**src/ocf_pkg.sv**
```systemverilog
// ocf_pkg: sizes, operation and status codes, write-port structs and helpers
// for the owner-checked FIFO.
// No dependencies; every other file of the block imports it.
`timescale 1ns / 1ps

package ocf_pkg;

    // Queue geometry
    localparam int DEPTH   = 64;
    localparam int IDX_W   = $clog2(DEPTH);
    localparam int OCC_W   = $clog2(DEPTH + 1);

    // Item fields
    localparam int OP_W     = 2;
    localparam int OWNER_W  = 7;
    localparam int OWNERS   = 2 ** OWNER_W;
    localparam int VALUE_W  = 64;
    localparam int STATUS_W = 2;
    localparam int CNT_W    = 7;

    // Stream data widths, rounded up to whole bytes
    localparam int IN_FIELDS_W  = OP_W + OWNER_W + VALUE_W;
    localparam int OUT_FIELDS_W = STATUS_W + VALUE_W + CNT_W;
    localparam int IN_DATA_W    = ((IN_FIELDS_W + 7) / 8) * 8;
    localparam int OUT_DATA_W   = ((OUT_FIELDS_W + 7) / 8) * 8;

    typedef enum logic [OP_W-1:0] {
        OP_ADD    = 2'd0,
        OP_REMOVE = 2'd1,
        OP_QUERY  = 2'd2
    } t_op;

    typedef enum logic [STATUS_W-1:0] {
        ST_OK        = 2'd0,
        ST_EMPTY     = 2'd1,
        ST_NOT_OWNER = 2'd2,
        ST_FULL      = 2'd3
    } t_status;

    // Entry store write port
    typedef struct packed {
        logic               en;
        logic [IDX_W-1:0]   addr;
        logic [OWNER_W-1:0] owner;
        logic [VALUE_W-1:0] value;
    } t_entry_wr;

    // Per-owner count write port
    typedef struct packed {
        logic               en;
        logic [OWNER_W-1:0] addr;
        logic [CNT_W-1:0]   data;
    } t_cnt_wr;

    // Ring index advance with wrap at DEPTH
    function automatic logic [IDX_W-1:0] f_next_slot(input logic [IDX_W-1:0] idx);
        logic [IDX_W-1:0] nxt;
        nxt = (idx == IDX_W'(DEPTH - 1)) ? '0 : idx + 1'b1;
        return nxt;
    endfunction

endpackage

```
**src/ocf_count_store.sv**
```systemverilog
// ocf_count_store: queued-entry count for each owner.
// Memory with one valid bit per owner; an owner never written reads as zero.
// Depends on ocf_pkg.
`timescale 1ns / 1ps

module ocf_count_store (
    input  logic                         i_clk,
    input  logic                         i_rst_n,
    input  logic                         i_rd_en,
    input  logic [ocf_pkg::OWNER_W-1:0]  i_rd_addr,
    input  ocf_pkg::t_cnt_wr             i_wr,
    output logic [ocf_pkg::CNT_W-1:0]    o_rd_count
);
    import ocf_pkg::*;

    logic [CNT_W-1:0]  r_count [OWNERS];
    logic [OWNERS-1:0] r_valid;
    logic [CNT_W-1:0]  r_rd_data;
    logic              r_rd_vld;

    // Count memory write
    always_ff @(posedge i_clk) begin
        if (i_wr.en) begin
            r_count[i_wr.addr] <= i_wr.data;
        end
    end

    // Valid bits and read-valid flag, cleared by reset
    always_ff @(posedge i_clk) begin
        if (!i_rst_n) begin
            r_valid  <= '0;
            r_rd_vld <= 1'b0;
        end else begin
            if (i_wr.en) begin
                r_valid[i_wr.addr] <= 1'b1;
            end
            if (i_rd_en) begin
                r_rd_vld <= (i_wr.en && (i_wr.addr == i_rd_addr)) ? 1'b1
                                                                  : r_valid[i_rd_addr];
            end
        end
    end

    // Registered read with write-through on collision
    always_ff @(posedge i_clk) begin
        if (i_rd_en) begin
            if (i_wr.en && (i_wr.addr == i_rd_addr)) begin
                r_rd_data <= i_wr.data;
            end else begin
                r_rd_data <= r_count[i_rd_addr];
            end
        end
    end

    assign o_rd_count = r_rd_vld ? r_rd_data : '0;

endmodule

```
**config.mk**
```make
export PLATFORM = sky130hd
export DESIGN_NAME = ocf_count_store
export DESIGN_NICKNAME = d
export VERILOG_FILES = /design/src/ocf_pkg.sv /design/src/ocf_count_store.sv
export SDC_FILE = /design/constraint.sdc
export NUM_CORES = 1
export LEC_CHECK = 0
export BUFFER_PORTS_ARGS = -buffer_cell sky130_fd_sc_hd__buf_2
export CORE_MARGIN = 5
export CORE_UTILIZATION = 25
export CTS_CLUSTER_SIZE = 30
export DETAILED_ROUTE_END_ITERATION = 16
export SLEW_MARGIN = 20
export SYNTH_ARGS = -nofsm -noshare
export SYNTH_HDL_FRONTEND = slang
export SYNTH_SLANG_ARGS = --single-unit
```
**constraint.sdc**
```tcl
create_clock -name i_clk -period 3.5 [get_ports i_clk]
set_input_delay 0.525 -clock i_clk [delete_from_list [all_inputs] [get_ports i_clk]]
set_output_delay 0.525 -clock i_clk [all_outputs]
set_load 0.01 [all_outputs]
```
==> results of run 1 <==
report_power, final:
group          leakage, nW  internal [mW]  switching [mW]
clock network         1.71           6.59            4.58
logic                 4.79          0.473           0.871
registers             9.16           13.4          0.0188
total                 15.7           20.5            5.47
layer usage:
metal  global-route usage  share of wire  vias up
met4               0.0414          0.036        4
met2                0.192           0.47      767
met3               0.0275          0.072      174
li1                     -              -     9219
met1                0.160           0.42    11300
met5                    0        0.00023        -
registers in the layout, summed over array words and instances (netlist names):
| register | count |
|---|---|
| r_rd_data | 7 |
| r_count | 896 |
| r_rd_vld | 1 |
| r_valid | 128 |
metrics by stage:
step | util | instance area (um^2)
6_report | 0.295 | 47900
5_1_grt | 0.295 | 47900
4_1_cts | 0.295 | 47900
3_5_place_dp | 0.273 | 44500
3_3_place_gp | 0.273 | 44500
2_1_floorplan | - | 40800
worst max-delay path, cell delays in order:
cell      delay, ns
buf_8          0.23
buf_12         0.34
buf_4          0.51
mux2i_1        0.15
a22oi_1        0.30
nand2_1        0.10
o21ai_0        0.66
nor4_1         0.09
buf_4          0.17
a211oi_1       0.20
area by class of cell:
class	count	area [um^2]
clock buffer	161	3140
clock inverter	37	327
fill	16100	115000
inverter	2	7.51
multi-input combinational	986	10000
sequential	1032	29700
tap	2175	2720
timing repair buffer	244	2000
kinds of logic after synthesis:
| family | Yosys count |
|---|---|
| compound gates | 303 |
| xor+xnor | 7 |
| buf+inv | 132 |
| flops | 1032 |
| mux | 366 |
| simple gates | 310 |
Yosys cell counts (3+ instances only):
| cell | count |
|---|---|
| xnor2_1 | 7 |
| nand3b_1 | 4 |
| buf_8 | 6 |
| a221oi_1 | 3 |
| mux4_2 | 143 |
| mux2_2 | 12 |
| nor2b_1 | 17 |
| buf_6 | 19 |
| mux4_1 | 50 |
| buf_12 | 15 |
| nor2_1 | 150 |
| clkbuf_4 | 4 |
| nand3_1 | 29 |
| clkbuf_1 | 52 |
| buf_4 | 9 |
| clkbuf_8 | 4 |
| o311ai_0 | 5 |
| nand2_1 | 51 |
| o22ai_1 | 8 |
| edfxtp_1 | 903 |
| a211oi_1 | 17 |
| buf_2 | 19 |
| a21oi_1 | 18 |
| dfxtp_1 | 129 |
| o21ai_0 | 14 |
| nor4_1 | 7 |
| and2b_1 | 3 |
| o21a_1 | 128 |
| and2_1 | 13 |
| a2111oi_1 | 5 |
| a22o_1 | 14 |
| nand4b_1 | 4 |
| mux2i_1 | 160 |
| a22oi_1 | 78 |
| nand2b_1 | 4 |
| nor3_1 | 3 |
| nand4_1 | 16 |
placed cells by master, fill, tap and decap left out, types with 5 or more instances in the layout:
cell type  netlist  routed
clkbuf_8         4      18
buf_4            9     206
nor2b_1         17      14
and2_1          13      13
nand3_1         29      29
bufinv_16        0       6
mux2i_1        160     160
a21oi_1         18      18
o22ai_1          8       8
a22oi_1         78      78
o311ai_0         5       5
nand2_1         51      51
clkbuf_1        52      33
a22o_1          14      14
mux4_2         143     143
clkbuf_16        0     111
nand4_1         16      16
dfxtp_1        129     129
edfxtp_1       903     903
nor4_1           7       7
clkinv_2         0      16
a211oi_1        17      17
mux4_1          50      50
clkinv_1         0      13
nor2_1         150     149
buf_12          15      16
buf_2           19      20
o21ai_0         14      14
xnor2_1          7       7
o21a_1         128     128
mux2_2          12      12
worst min-delay path by stage:
stage | slack, ns | cells past startpoint | to | startpoint
floorplan | 0.43 | 1 | r_valid[117] | r_valid[117]
global placement | 0.44 | 1 | r_valid[41] | r_valid[41]
detailed placement | 0.45 | 1 | r_valid[13] | r_valid[13]
CTS | 0.28 | 1 | r_rd_data[6] | i_rd_en
global route | 0.28 | 1 | r_rd_data[6] | i_rd_en
finish | 0.31 | 1 | r_rd_data[6] | i_rd_en
==> reports/results.txt, run 1 <==
run status = finished clean
Clock Path Buffers = 3
minimum clock period = 2.86 ns
drt wl/cell = 22.6 um
Clock Latency Late Sink = 0.68 ns
global route overflow = 0
RSZ-0062 raised after global routing = no
Synth area leaders = edfxtp_1, mux4_2, dfxtp_1
Clock Pin Slew Worst Setup and Hold Paths = 0.07 ns
Leak = 15.7 nW
Reg2Reg Launch Point = r_count[113][3]
compound-cell area share of the yosys netlist = 0.0551
Crit path required time = 4.01 ns
layout cells sized above 1 = 0.229
via count = 21,400
Seq cells post-synth = 1,032
Syn Nets = 2,175
Setup crit end = r_rd_data[4]
Post-Synth Simple-Gate Area = 0.0351
largest family of logic cells by synthesized area = multiplexers
FFs w/ async S/R, synth = 0
Worst Skew = 0.0297 ns
post-synthesis cell area = 40,800 um^2
WL final = 105,000 um
CTS tree = done
VDD IR max = 0.339 mV
post-place setup slack = 0.152 ns
worst setup margin = 0.639 ns
Slew @ Worst Pin = 1.14 ns
Final Instance Count excl. Fillers = 4,637
Rows = 148
post-synthesis mux area share = 0.154
relative slew slack = 0.238
worst-path maximum fanout = 41
power density cells = 542 nW/um^2
DRT Pass-1 Iters = 5
I/O Pins = 32
CP arrival = 3.37 ns
Min-Delay Path Class = input port to register
Post-CTS Resized = 0
CTS buffer count = 104
Syn Area/Cell = 19.0 um^2
first-pass GRT wire length = 152,000 um
H-tree lvl count = 3
synth warn = 0
dominant cell type by area after synthesis = edfxtp_1
Die W = 414 um
number of vias per cell = 4.62
Inserted Diodes = 0
Root Buffer = clkbuf_16
synthesized-area fraction occupied by xor and xnor cells = 0.00150
number of flops mapped to enable cells by yosys = 903
Setup CP Type = input port to register
antenna-violating nets left = 0
synthesis-to-finish area growth = 17.5%
setup TNS = 0 ns
cts hold-fix bufs = 0
initial antenna violation count = 4
final hold slack = 0.314 ns
crit path from = i_rd_addr[0]
largest net degree at the start of global routing = 84
FF-to-FF End = r_rd_data[3]
Final Power = 26.0 mW
Post-CTS Setup Inserts = 0
Crit. End Element = register
post-synthesis sequential area ratio = 0.728
R2R cell count = 7
# placed instances = 4,439
Slew Viols, Final = 0
total track usage = 0.120
Die Height = 414 um
Clock Sinks = 1,032
Final setup viols = 0
hold violation total from the final report = 0
r2r setup slk = 0.97 ns
Initial Utilization = 0.251
fmax = 349 MHz
Final period util = 0.818
max-cap viol count = 0
Core Region = 163,000 um^2
vias in the first global route = 21,300
Netlist cell types = 60
nets = 2,395
Most used DFF post-synth = edfxtp_1
DR DRC count = 0
GP Congestion = 0.846
share of the synthesized area in the top cell type = 0.665
full die area = 171,000 um^2
adder-cell area share of the yosys netlist = 0
Worst setup SP type = input port
Cells after Synth = 2,150
IO Port Bufs = 31
DR iter-0 viols = 2,143
DP HPWL = 67,800 um
(Power assumes the default switching activity.)
==> run 2: changes to the inputs <==
Clock period 3.5 ns to 2.7 ns, I/O delays scaled along.
==> run 2 against run 1 <==
Effect of this change:
- utilization grew 0.76 points
- largest power group unchanged
- final cell count grew 3.1%
- clock skew hardly changed
- die area unchanged
- worst setup slack worse by 0.60 ns
- power is 29% higher
==> reports/results.txt, run 2 (synthesized netlist as in run 1, its figures left out) <==
Clock Sinks = 1,032
Finished Cell Area = 49,200 um^2
Top Registers = r_count (896), r_valid (128), r_rd_data (7)
Final Instance Count excl. Fillers = 4,781
# placed instances = 4,584
VDD IR max = 0.489 mV
Post-CTS Setup Inserts = 0
sw frac = 0.212
cts hold-fix bufs = 0
Slew Viols, Final = 0
Placed Area = 45,800 um^2
initial antenna violation count = 4
GP Congestion = 0.838
combinational power share = 0.057
synthesis-to-finish area growth = 20.5%
Psw = 7.11 mW
Clock Pin Slew Worst Setup and Hold Paths = 0.07 ns
final hold slack = 0.170 ns
Clock Path Buffers = 3
Leak = 16.4 nW
full die area = 171,000 um^2
setup TNS = 0 ns
internal cell power = 26.4 mW
max-cap viol count = 0
run status = finished clean
CTS buffer count = 104
relative slew slack = 0.340
DRT Pass-1 Iters = 5
Clock Latency Late Sink = 0.66 ns
fmax = 376 MHz
commonest cells after routing, fill and taps aside = edfxtp_1, buf_4, mux2i_1
I/O Pins = 32
Crit. End Element = register
most common cell after layout, fill and taps aside = edfxtp_1
worst setup margin = 0.0377 ns
hold violation total from the final report = 0
Worst setup SP type = register
number of vias per cell = 4.59
Root Buffer = clkbuf_16
clock share of power = 0.423
fill count = 15,900
DR iter-0 viols = 2,102
Rows = 148
power density cells = 682 nW/um^2
Final Power = 33.5 mW
drt wl/cell = 22.3 um
Min-Delay Path Class = input port to register
antenna-violating nets left = 0
Core Region = 163,000 um^2
total track usage = 0.122
Final setup viols = 0
global route overflow = 0
Final period util = 0.986
Initial Utilization = 0.251
via count = 22,000
Setup CP Type = register to register
RSZ-0062 raised after global routing = no
vias in the first global route = 22,200
post-layout util = 0.302
Sequential Power Share = 0.520
largest net degree at the start of global routing = 69
H-tree lvl count = 3
WL final = 107,000 um
Post-CTS Resized = 0
IO Port Bufs = 31
Die W = 414 um
Crit path required time = 3.10 ns
Slew @ Worst Pin = 0.977 ns
CTS tree = done
DP HPWL = 71,700 um
first-pass GRT wire length = 154,000 um
layout cells sized above 1 = 0.272
Die Height = 414 um
most flop-heavy register = r_count
worst-path maximum fanout = 1
CP arrival = 3.07 ns
DR DRC count = 0
post-place setup slack = -0.496 ns
minimum clock period = 2.66 ns
nets = 2,540
Worst Skew = 0.0293 ns
max FFs per register = 896
[run 2: worst max-delay path, stage by stage, from the launching register on]
cell and delay [ns]:
edfxtp_1 0.37, mux4_2 0.47, nor2b_1 0.14, a211oi_1 0.37, buf_4 0.19, a2111oi_1 0.07, nor4_1 0.56, buf_4 0.20
a211oi_1 0.04
[run 2: final cells by class]
type	instances	area [um^2]	share of cell area
Clock buffer	145	2900	0.0590
Tap cell	2175	2720	0.0554
Timing Repair Buffer	389	3320	0.0676
Antenna cell	3	7.51	0.000153
Inverter	2	7.51	0.000153
Multi-Input combinational cell	986	10000	0.204
Sequential cell	1032	29700	0.604
Clock inverter	49	468	0.00952
[run 2: power by group through the flow]
stage                     sequential [mW]  combinational, mW  clock (mW)
after global routing                 17.4               2.01        15.1
final                                17.4               1.92        14.2
after floorplan                      17.8              0.979           0
after CTS                            17.4               1.93        14.5
after global placement               17.8               1.91           0
after detailed placement             17.8               1.93           0
[run 2: worst paths after layout]
path / start / endpoint / slack [ns] / depth (start not counted)
hold / removal: i_rd_en / r_rd_data[0] / 0.17 / 1
setup / recovery: r_count[121][2] / r_rd_data[2] / 0.04 / 8
setup reg to reg: r_count[121][2] / r_rd_data[2] / 0.04 / 8
hold reg to reg: r_valid[40] / r_valid[40] / 0.46 / 1
[run 2: per-layer routing]
metal  vias to the layer above  wire length (um)  global-route usage
li1                       9504                 -                   -
met2                       744             51300               0.203
met4                         6              3290              0.0346
met3                       186              6180              0.0189
met5                         -                46                   0
met1                     11500             46000               0.165
==> run 3: changes to the inputs <==
Settings changed: CORE_UTILIZATION 25 to 46.
==> run 3 against run 2 <==
Effect of this change:
- global-route usage rose by 9.9 points
- maximum frequency rose by 2.1%
- clock skew fell by 0.011 ns
- combinational power fell by 2%
- count of clock-buffer cells in the layout did not move
- first-iteration DRC count rose by 2.7%
- power rose by 2.0%
- worst hold slack improved by 0.022 ns
- critical endpoint unchanged
- largest cell class unchanged
==> reports/results.txt, run 3 (synthesized netlist as in run 1, its figures left out) <==
run status = finished clean
worst-path maximum fanout = 16
Crit path required time = 3.19 ns
power density cells = 714 nW/um^2
Worst Skew = 0.0187 ns
first-pass GRT wire length = 154,000 um
most flop-heavy register = r_count
Worst setup SP type = input port
FF-to-FF End = r_rd_data[0]
R2R cell count = 6
Min-Delay Path Class = input port to register
CTS tree = done
total track usage = 0.221
# placed instances = 3,549
H-tree lvl count = 3
number of vias per cell = 5.85
IO Port Bufs = 31
DRT Pass-1 Iters = 8
Rows = 109
Clock Path Buffers = 3
highest metal used = met5
Final Instance Count excl. Fillers = 3,753
Leak = 16.4 nW
nets = 2,516
full die area = 94,700 um^2
min-delay src = i_rd_en
CP arrival = 3.09 ns
Initial Utilization = 0.462
wl on met1 = 44,000 um
max FFs per register = 896
largest net degree at the start of global routing = 63
most common cell after layout, fill and taps aside = edfxtp_1
Slew @ Worst Pin = 0.945 ns
synthesis-to-finish area growth = 17.4%
Setup CP Type = input port to register
Final setup viols = 0
DR DRC count = 0
post-layout util = 0.543
Final period util = 0.965
GP Congestion = 0.922
Placed Area = 44,300 um^2
r2r setup slk = 0.29 ns
vias in the first global route = 22,700
cts hold-fix bufs = 0
Reg2Reg Launch Point = r_count[91][0]
Root Buffer = clkbuf_16
Hold Path End = r_rd_data[5]
Slew Viols, Final = 0
layout cells sized above 1 = 0.268
Die Height = 308 um
max-cap viol count = 0
Clock Pin Slew Worst Setup and Hold Paths = 0.06 ns
wire length on met2 = 50,400 um
Die W = 308 um
hold path cells = 1
Clock Latency Late Sink = 0.65 ns
RSZ-0062 raised after global routing = no
antenna-violating nets left = 0
WL final = 105,000 um
hold violation total from the final report = 0
Finished Cell Area = 47,900 um^2
I/O Pins = 32
Core Region = 88,200 um^2
Crit. End Element = register
Top Registers = r_count (896), r_valid (128), r_rd_data (7)
DP HPWL = 70,400 um
minimum clock period = 2.61 ns
commonest cells after routing, fill and taps aside = edfxtp_1, buf_4, mux2i_1
fmax = 384 MHz
global route overflow = 0
VDD IR max = 0.581 mV
via count = 22,000
CTS buffer count = 105
Clock Sinks = 1,032
drt wl/cell = 28.1 um
met3 wire length = 7930 um
initial antenna violation count = 9
relative slew slack = 0.362
DR iter-0 viols = 2,158
fill count = 6,785
run 3: cell count changes in the layout (fill, tap and decap cells not counted), sizes merged:
| cell | delta |
|---|---|
| clkinv | -5 |
| clkinvlp | +1 |
| inv | +4 |
| diode | +3 |
| buf | -25 |
| bufinv | +4 |
run 3: worst max path at each step:
| stage | from | to | cells past startpoint |
|---|---|---|---|
| after floorplan | i_rd_addr[0] | r_rd_data[6] | 9 |
| after global placement | i_rd_addr[0] | r_rd_data[4] | 10 |
| after detailed placement | i_rd_addr[0] | r_rd_data[4] | 10 |
| after CTS | i_rd_addr[0] | r_rd_data[4] | 10 |
| after global routing | i_rd_addr[0] | r_rd_data[2] | 10 |
| final | i_rd_addr[0] | r_rd_data[2] | 10 |
run 3: critical path, stage by stage:
cell      delay, ns
buf_8          0.13
buf_12         0.15
buf_12         0.16
buf_12         0.17
buf_4          0.19
mux4_1         0.37
mux2i_1        0.08
o311ai_0       0.78
nor2_1         0.29
a211oi_1       0.29
run 3: area by class of cell:
cell class	instances	area (um^2)	share of cell area
multi-input combinational	986	10000	0.210
clock buffer	145	3020	0.0630
inverter	2	7.51	0.000157
sequential	1032	29700	0.620
clock inverter	53	574	0.0120
antenna	6	15.0	0.000314
tap	1165	1460	0.0304
timing repair buffer	364	3080	0.0644
run 3: metal layers:
metal / GRT usage / up-vias
met5: 0 / -
met4: 0.0610 / 6
met3: 0.0457 / 172
met2: 0.357 / 812
met1: 0.310 / 11500
li1: - / 9467
run 3: metrics by stage:
step | hold WS (ns) | worst slack, ns | power [mW] | setup TNS (ns)
after floorplan | 0.432 | 0.457 | 18.7 | 0
after global placement | 0.439 | -0.578 | 19.6 | -3.46
after detailed placement | 0.449 | -0.528 | 19.6 | -3.52
after CTS | 0.134 | 0.180 | 34.4 | 0
after global routing | 0.145 | 0.00186 | 35.2 | 0
final | 0.191 | 0.0937 | 34.2 | 0
run 3: timing repair:
action                                  CTS  global route
buffers inserted                          0             0
gates resized for setup                   0             1
endpoints found under the setup margin    0             1
run 3: where the power goes:
part | total [mW] | internal [mW] | switching, mW
Clock | 14.9 | 8.94 | 5.94
Sequential | 17.4 | 17.4 | 0.0262
Combinational | 1.88 | 0.726 | 1.15
Total | 34.2 | 27.1 | 7.12
